### src/qpd_pkg.sv
// Shared types and constants for the QRS peak detector.
`default_nettype none

package qpd_pkg;

    // Width of the bandpass peak height register.
    localparam int BP_THR_W = 15;

    // Reset value of the bandpass peak height register.
    localparam logic [BP_THR_W-1:0] BP_THR_RESET = 15'd1850;

    // Depth of the bandpass window and its peak test taps.
    localparam int BP_DEPTH   = 5;
    localparam int BP_TAP_OLD = 4;
    localparam int BP_TAP_MID = 2;

    // Decision for one sample: whether a beat goes out, and its mark.
    typedef struct packed {
        logic emit;
        logic mark;
    } t_det_result;

endpackage

`default_nettype wire

### src/qrs_peak_detector.sv
// Top level of the QRS peak detector: handshakes, height register and result register.
//
//   Channel   Direction  Content
//   s_axis    in         tdata: bandpass, average, derivative (low bits first)
//   m_axis    out        tdata: bandpass, average, derivative echo; tuser: peak mark
//   cfg       in         bandpass peak height, 15 bits, write only
//
// One sample per cycle sustained while the output does not stall. A sample
// passes from input beat to result beat through the sample windows, then the
// peak tests into the result register. Synchronous active-low reset clears
// windows, thresholds, mode and the height register (to 1850). A stalled output
// holds the result register and any windowed sample, which back-pressures the input.
`default_nettype none

module qrs_peak_detector #(
    parameter int WINDOW_LEN   = 21,
    parameter int SAMPLE_WIDTH = 16
) (
    input  wire                              i_clk,
    input  wire                              i_rst_n,
    // bandpass [SW-1:0], average [2SW-1:SW], derivative [3SW-1:2SW], zero pad
    input  wire  [((3*SAMPLE_WIDTH+7)/8)*8-1:0] s_axis_tdata,
    input  wire                              s_axis_tvalid,
    output logic                             s_axis_tready,
    // bandpass [SW-1:0], average [2SW-1:SW], derivative [3SW-1:2SW], zero pad
    output logic [((3*SAMPLE_WIDTH+7)/8)*8-1:0] m_axis_tdata,
    // peak mark [0]
    output logic                             m_axis_tuser,
    output logic                             m_axis_tvalid,
    input  wire                              m_axis_tready,
    input  wire                              i_cfg_wr_en,
    input  wire  [qpd_pkg::BP_THR_W-1:0]     i_cfg_wr_data
);

    localparam int DW = ((3 * SAMPLE_WIDTH + 7) / 8) * 8;
    localparam int SW = SAMPLE_WIDTH;

    logic [qpd_pkg::BP_THR_W-1:0] r_bp_thr;
    logic                         r_stage_valid;
    logic                         r_out_valid;
    logic [DW-1:0]                r_out_data;
    logic                         r_out_mark;

    logic                  in_beat;
    logic                  advance;
    logic                  consume;
    qpd_pkg::t_det_result  det;

    logic signed [SW-1:0] bp_old, bp_mid, bp_new;
    logic signed [SW-1:0] av_old, av_mid, av_new;
    logic signed [SW-1:0] dv_old, dv_mid, dv_new;

    // Handshake: the windowed sample moves on when the result register frees up.
    assign advance       = !r_out_valid || m_axis_tready;
    assign consume       = r_stage_valid && advance;
    assign s_axis_tready = !r_stage_valid || advance;
    assign in_beat       = s_axis_tvalid && s_axis_tready;

    // Bandpass peak height register.
    always_ff @(posedge i_clk) begin
        if (!i_rst_n) begin
            r_bp_thr <= qpd_pkg::BP_THR_RESET;
        end else if (i_cfg_wr_en) begin
            r_bp_thr <= i_cfg_wr_data;
        end
    end

    qpd_window #(
        .WINDOW_LEN   (WINDOW_LEN),
        .SAMPLE_WIDTH (SAMPLE_WIDTH)
    ) u_window (
        .i_clk        (i_clk),
        .i_rst_n      (i_rst_n),
        .i_shift      (in_beat),
        .i_bandpass   (s_axis_tdata[SW-1:0]),
        .i_average    (s_axis_tdata[2*SW-1:SW]),
        .i_derivative (s_axis_tdata[3*SW-1:2*SW]),
        .o_bp_old     (bp_old),
        .o_bp_mid     (bp_mid),
        .o_bp_new     (bp_new),
        .o_av_old     (av_old),
        .o_av_mid     (av_mid),
        .o_av_new     (av_new),
        .o_dv_old     (dv_old),
        .o_dv_mid     (dv_mid),
        .o_dv_new     (dv_new)
    );

    qpd_detect #(
        .SAMPLE_WIDTH (SAMPLE_WIDTH)
    ) u_detect (
        .i_clk          (i_clk),
        .i_rst_n        (i_rst_n),
        .i_step         (consume),
        .i_bp_threshold (r_bp_thr),
        .i_bp_old       (bp_old),
        .i_bp_mid       (bp_mid),
        .i_bp_new       (bp_new),
        .i_av_old       (av_old),
        .i_av_mid       (av_mid),
        .i_av_new       (av_new),
        .i_dv_old       (dv_old),
        .i_dv_mid       (dv_mid),
        .i_dv_new       (dv_new),
        .o_result       (det)
    );

    // Marks that the windows hold a sample not yet decided.
    always_ff @(posedge i_clk) begin
        if (!i_rst_n) begin
            r_stage_valid <= 1'b0;
        end else if (in_beat) begin
            r_stage_valid <= 1'b1;
        end else if (consume) begin
            r_stage_valid <= 1'b0;
        end
    end

    // Result register valid flag.
    always_ff @(posedge i_clk) begin
        if (!i_rst_n) begin
            r_out_valid <= 1'b0;
        end else if (consume) begin
            r_out_valid <= det.emit;
        end else if (m_axis_tready) begin
            r_out_valid <= 1'b0;
        end
    end

    // Result payload: echo of the newest taps and the peak mark.
    always_ff @(posedge i_clk) begin
        if (consume) begin
            r_out_data <= DW'({dv_new, av_new, bp_new});
            r_out_mark <= det.mark;
        end
    end

    assign m_axis_tvalid = r_out_valid;
    assign m_axis_tdata  = r_out_data;
    assign m_axis_tuser  = r_out_mark;

endmodule

`default_nettype wire

### src/qpd_window.sv
// Sample windows for the bandpass, moving-average and derivative channels.
`default_nettype none

module qpd_window #(
    parameter int WINDOW_LEN   = 21,
    parameter int SAMPLE_WIDTH = 16
) (
    input  wire                           i_clk,
    input  wire                           i_rst_n,
    input  wire                           i_shift,
    input  wire  signed [SAMPLE_WIDTH-1:0] i_bandpass,
    input  wire  signed [SAMPLE_WIDTH-1:0] i_average,
    input  wire  signed [SAMPLE_WIDTH-1:0] i_derivative,
    output logic signed [SAMPLE_WIDTH-1:0] o_bp_old,
    output logic signed [SAMPLE_WIDTH-1:0] o_bp_mid,
    output logic signed [SAMPLE_WIDTH-1:0] o_bp_new,
    output logic signed [SAMPLE_WIDTH-1:0] o_av_old,
    output logic signed [SAMPLE_WIDTH-1:0] o_av_mid,
    output logic signed [SAMPLE_WIDTH-1:0] o_av_new,
    output logic signed [SAMPLE_WIDTH-1:0] o_dv_old,
    output logic signed [SAMPLE_WIDTH-1:0] o_dv_mid,
    output logic signed [SAMPLE_WIDTH-1:0] o_dv_new
);

    localparam int TAP_OLD = WINDOW_LEN - 1;
    localparam int TAP_MID = (WINDOW_LEN - 1) / 2;

    logic signed [SAMPLE_WIDTH-1:0] r_bp [qpd_pkg::BP_DEPTH];
    logic signed [SAMPLE_WIDTH-1:0] r_av [WINDOW_LEN];
    logic signed [SAMPLE_WIDTH-1:0] r_dv [WINDOW_LEN];

    // Shift lines, tap 0 holds the newest sample; reset clears every tap.
    always_ff @(posedge i_clk) begin
        if (!i_rst_n) begin
            for (int i = 0; i < qpd_pkg::BP_DEPTH; i++) begin
                r_bp[i] <= '0;
            end
            for (int i = 0; i < WINDOW_LEN; i++) begin
                r_av[i] <= '0;
                r_dv[i] <= '0;
            end
        end else if (i_shift) begin
            r_bp[0] <= i_bandpass;
            r_av[0] <= i_average;
            r_dv[0] <= i_derivative;
            for (int i = 1; i < qpd_pkg::BP_DEPTH; i++) begin
                r_bp[i] <= r_bp[i-1];
            end
            for (int i = 1; i < WINDOW_LEN; i++) begin
                r_av[i] <= r_av[i-1];
                r_dv[i] <= r_dv[i-1];
            end
        end
    end

    // Fixed taps used by the peak tests.
    assign o_bp_old = r_bp[qpd_pkg::BP_TAP_OLD];
    assign o_bp_mid = r_bp[qpd_pkg::BP_TAP_MID];
    assign o_bp_new = r_bp[0];
    assign o_av_old = r_av[TAP_OLD];
    assign o_av_mid = r_av[TAP_MID];
    assign o_av_new = r_av[0];
    assign o_dv_old = r_dv[TAP_OLD];
    assign o_dv_mid = r_dv[TAP_MID];
    assign o_dv_new = r_dv[0];

endmodule

`default_nettype wire

### src/qpd_detect.sv
// Peak tests, adaptive thresholds and the idle/search mode for the QRS peak detector.
`default_nettype none

module qpd_detect #(
    parameter int SAMPLE_WIDTH = 16
) (
    input  wire                                   i_clk,
    input  wire                                   i_rst_n,
    input  wire                                   i_step,
    input  wire  [qpd_pkg::BP_THR_W-1:0]          i_bp_threshold,
    input  wire  signed [SAMPLE_WIDTH-1:0]        i_bp_old,
    input  wire  signed [SAMPLE_WIDTH-1:0]        i_bp_mid,
    input  wire  signed [SAMPLE_WIDTH-1:0]        i_bp_new,
    input  wire  signed [SAMPLE_WIDTH-1:0]        i_av_old,
    input  wire  signed [SAMPLE_WIDTH-1:0]        i_av_mid,
    input  wire  signed [SAMPLE_WIDTH-1:0]        i_av_new,
    input  wire  signed [SAMPLE_WIDTH-1:0]        i_dv_old,
    input  wire  signed [SAMPLE_WIDTH-1:0]        i_dv_mid,
    input  wire  signed [SAMPLE_WIDTH-1:0]        i_dv_new,
    output qpd_pkg::t_det_result                  o_result
);

    // Compare width covers samples, the 15-bit height and the sign.
    localparam int CW = ((SAMPLE_WIDTH > qpd_pkg::BP_THR_W) ?
                         SAMPLE_WIDTH : qpd_pkg::BP_THR_W) + 2;
    // Width of three times a positive sample.
    localparam int XW = SAMPLE_WIDTH + 1;

    logic [SAMPLE_WIDTH-1:0] r_dv_thr;
    logic [XW-1:0]           r_av_thr;
    logic                    r_searching;
    logic                    r_latch;

    logic [SAMPLE_WIDTH-1:0] n_dv_thr;
    logic [XW-1:0]           n_av_thr;
    logic                    n_searching;
    logic                    n_latch;

    logic          dv_peak;
    logic          av_peak_cur;
    logic          av_peak_new;
    logic          bp_peak;
    logic [XW-1:0] triple_d;
    logic [XW-1:0] tenth;

    // Sign extension of a sample to the compare width.
    function automatic logic signed [CW-1:0] sx(input logic [SAMPLE_WIDTH-1:0] v);
        sx = $signed({{(CW-SAMPLE_WIDTH){v[SAMPLE_WIDTH-1]}}, v});
    endfunction

    // All three taps positive, a strict maximum in the middle, at or above t.
    function automatic logic is_peak(input logic signed [CW-1:0] o,
                                     input logic signed [CW-1:0] m,
                                     input logic signed [CW-1:0] n,
                                     input logic signed [CW-1:0] t);
        is_peak = (o > 0) && (m > 0) && (n > 0) && (o < m) && (m > n) && (m >= t);
    endfunction

    // Floor of x / 10 by shifts and adds, then one correction step.
    function automatic logic [XW-1:0] div10(input logic [XW-1:0] x);
        logic [XW-1:0] q;
        logic [XW-1:0] r;
        q = (x >> 1) + (x >> 2);
        for (int s = 4; s < XW; s = s * 2) begin
            q = q + (q >> s);
        end
        q = q >> 3;
        r = x - (q << 3) - (q << 1);
        if (r > XW'(9)) begin
            q = q + XW'(1);
        end
        div10 = q;
    endfunction

    // Threshold candidates from the derivative middle tap.
    assign triple_d = {1'b0, i_dv_mid} + {i_dv_mid, 1'b0};
    assign tenth    = div10(triple_d);

    // Peak tests over the window taps.
    assign dv_peak = is_peak(sx(i_dv_old), sx(i_dv_mid), sx(i_dv_new),
                             $signed(CW'(r_dv_thr)));
    assign av_peak_cur = is_peak(sx(i_av_old), sx(i_av_mid), sx(i_av_new),
                                 $signed(CW'(r_av_thr)));
    assign av_peak_new = is_peak(sx(i_av_old), sx(i_av_mid), sx(i_av_new),
                                 $signed(CW'({1'b0, triple_d[XW-1:1]})));
    assign bp_peak = is_peak(sx(i_bp_old), sx(i_bp_mid), sx(i_bp_new),
                             $signed(CW'(i_bp_threshold)));

    // Mode decision and next state for the sample in the window.
    always_comb begin
        n_dv_thr     = r_dv_thr;
        n_av_thr     = r_av_thr;
        n_searching  = r_searching;
        n_latch      = r_latch;
        o_result     = '{emit: 1'b1, mark: 1'b0};
        if (!r_searching) begin
            if (dv_peak) begin
                n_dv_thr    = tenth[SAMPLE_WIDTH-1:0];
                n_av_thr    = {1'b0, triple_d[XW-1:1]};
                n_searching = !av_peak_new;
                o_result.emit = 1'b0;
            end
        end else begin
            if (bp_peak) begin
                o_result.mark = !r_latch;
                n_latch       = !r_latch;
            end
            if (av_peak_cur) begin
                n_searching = 1'b0;
            end
        end
    end

    // State registers advance once per sample.
    always_ff @(posedge i_clk) begin
        if (!i_rst_n) begin
            r_dv_thr    <= '0;
            r_av_thr    <= '0;
            r_searching <= 1'b0;
            r_latch     <= 1'b0;
        end else if (i_step) begin
            r_dv_thr    <= n_dv_thr;
            r_av_thr    <= n_av_thr;
            r_searching <= n_searching;
            r_latch     <= n_latch;
        end
    end

endmodule

`default_nettype wire
### config.mk
export PLATFORM = sky130hd
export DESIGN_NAME = qrs_peak_detector
export DESIGN_NICKNAME = d
export VERILOG_FILES = /design/src/qpd_pkg.sv /design/src/qrs_peak_detector.sv /design/src/qpd_window.sv /design/src/qpd_detect.sv
export SDC_FILE = /design/constraint.sdc
export NUM_CORES = 1
export LEC_CHECK = 0
export ABC_AREA = 1
export BUFFER_PORTS_ARGS = -buffer_cell sky130_fd_sc_hd__buf_2
export CAP_MARGIN = 10
export CORE_MARGIN = 2
export CORE_UTILIZATION = 63
export CTS_CLUSTER_DIAMETER = 60
export CTS_CLUSTER_SIZE = 24
export DETAILED_ROUTE_END_ITERATION = 8
export PLACE_DENSITY = 0.8
export SETUP_SLACK_MARGIN = 0.15
export SKIP_CTS_REPAIR_TIMING = 1
export SLEW_MARGIN = 20
export SYNTH_ARGS = -nofsm -noshare
export SYNTH_HDL_FRONTEND = slang
export SYNTH_SLANG_ARGS = --single-unit
### constraint.sdc
create_clock -name i_clk -period 28.9 [get_ports i_clk]
set_input_delay 4.335 -clock i_clk [delete_from_list [all_inputs] [get_ports i_clk]]
set_output_delay 4.335 -clock i_clk [all_outputs]
set_load 0.01 [all_outputs]
==> results.cfg <==
[die]
fp.coreArea_um2 = 64600
fp.dieW_um = 260
rows = 93
die-area_um2 = 67400
die_y_um = 260
pin_count = 119
start_util_pct = 63.8

[cts]
clk_pin_slew_ns = 0.09
clock_sinks = 851
clk_latency_ns = 0.63
numCtsBuffers = 52
htreeDepth = 2
tritoncts = built
cts.path.max_buffers = 3
root_buffer = clkbuf_16

[detailed_routing]
num_vias = 26520
wl_um = 83500
post-route-drc-count = 0
routed_via_density = 5.19
antenna_left = 0
first_iter_violations = 2345
dr.pass1.iters = 5
wl_per_cell_um = 16.4

[critical_path]
cpMaxStageDelayCell = xor2_1
arrival_ns = 11.79
path_class = flip-flop to flip-flop
crit_path_end_kind = flip-flop
crit_path_start_kind = flip-flop
critPathMaxStageDelay_ns = 0.52
crit_path_max_fanout = 8
cp.required_ns = 29.42
crit_top_cell = nand2_1

[global_routing]
grt_overflow = 0
grt_pass1_vias = 25570
grt_pass1_wl_um = 131000
antenna_found_initial = 0
grtUsageTotal_pct = 24.7
grt_max_degree = 231

[cells_and_area]
area_growth_pct = 7.85
diodes = 0
drive_above_1_share_pct = 7.76
nNetsFinal = 4523
final_area_um2 = 44400

[hold_path]
min-delay-path-class = flip-flop to flip-flop

[logic_synthesis]
synth_cells = 4126
netlist_top_cells_area = edfxtp_1, inv_1, ha_1
syn_area_um2 = 41200
yosys_warnings = 0
synth_ff_type = edfxtp_1
synth.top_cell.area_share_pct = 58.4
async_flop_share_pct = 0
syn_nets = 4436
synth.most_common_cell = inv_1
avgSynthCellArea_um2 = 9.98
synth_common_cells = inv_1, edfxtp_1, nor2_1
synth.largest_area_cell = edfxtp_1
ys_ff_latch = 851
synth-edff-count = 801
synth_cell_types = 63
synth_seq_area_share_pct = 60.8

[place]
dpl_cell_area_um2 = 42600
dp_hpwl_um = 58800
gp_congestion = 0.902
portBuffers = 118

[sta]
fin_setup_tns_ns = 0
final-setup-viol-count = 0
worst_pin_slew_ns = 1.13
fmax_ghz = 0.0887
slew_viol_final = 0
period_needed_ns = 11.27
hold_violations = 0
rsz0062_at_grt = false
fin_crit_sh_pct = 39.0
finClkSkew_ns = 0.0289
slew_headroom_pct = 24.0

[run_status]
status = finished, final reports clean

[run]
max_cap_violations = 0
path summary, 6_finish.rpt:
check	cells past startpoint	slack, ns	from	end
min	0	0.45	u_window.r_av[0][13]	m_axis_tdata[29]
max	75	17.63	u_window.r_dv[0][161]	u_detect.r_dv_thr[6]
max reg2reg	75	17.63	u_window.r_dv[0][161]	u_detect.r_dv_thr[6]
min reg2reg	0	0.45	u_window.r_av[0][13]	m_axis_tdata[29]
area by class of cell:
type                            count  area (um^2)
Fill cell                        4794        20200
Sequential cell                   851        25100
Tap cell                          855         1070
Timing Repair Buffer              131          728
Clock buffer                       62         1350
Inverter                         1023         3840
Multi-Input combinational cell   2154        12000
Clock inverter                     32          427
metal layers:
metal,up-vias,track usage (%),routed length [um]
met3,133,4.29,5110
met2,650,41.1,40500
met5,-,0,0
met4,0,7.46,2370
li1,13258,-,-
met1,12479,33.5,35500
registers in the layout (all words and copies together), names as in the netlist:
signal,flops
m_axis_tdata,48
r_bp_thr,15
u_detect.r_latch,1
m_axis_tuser,1
r_stage_valid,1
u_window.r_av,336
m_axis_tvalid,1
u_detect.r_av_thr,16
u_window.r_dv,336
u_detect.r_dv_thr,15
u_window.r_bp,80
u_detect.r_searching,1
worst max-delay path: cells and delay by family, from the launching register on:
kind | cells | cell delay (ns)
and+or+nand+nor | 38 | 3.79
buffers and inverters | 12 | 0.96
AOI/OAI and AO/OA | 15 | 2.58
DFF | 1 | 0.45
adders and majority gates | 7 | 2.56
xor gates and xnor gates | 3 | 0.82
cells by family (layout without fill, tap and decap cells):
logic type,after synthesis,after routing,share of synthesized area (%)
and+or+nand+nor,1568,1568,16.1
buffers and inverters,1121,1248,10.2
DFF,851,851,60.8
AOI/OAI and AO/OA,298,298,4.12
adders and majority gates,242,242,7.52
xor gates and xnor gates,46,46,1.18
cell usage in the layout (no fill, tap or decap), types with 17 or more instances in the layout:
cell / instances
inv_1: 1001
edfxtp_1: 801
nor2_1: 773
nand2_1: 488
ha_1: 233
a21oi_1: 146
buf_2: 117
nand3_1: 114
o21ai_0: 74
nand4_1: 52
clkbuf_16: 52
dfxtp_1: 50
nand2_2: 48
xor2_1: 26
nor4_1: 19
nor3_1: 18
inv_2: 17
through the flow:
stage	utilization (%)	hold WS (ns)	instances	setup slack, ns
3_3_place_gp	66.0	0.427	5014	17.99
3_5_place_dp	66.0	0.432	5014	17.81
5_1_grt	68.8	0.468	5108	16.28
6_report	68.8	0.450	5108	17.63
4_1_cts	68.8	0.453	5108	17.74
2_1_floorplan	-	0.426	4126	6.64
Power is not shown: default switching activity piles up to over one toggle a cycle in this logic, so the estimate is an artifact.
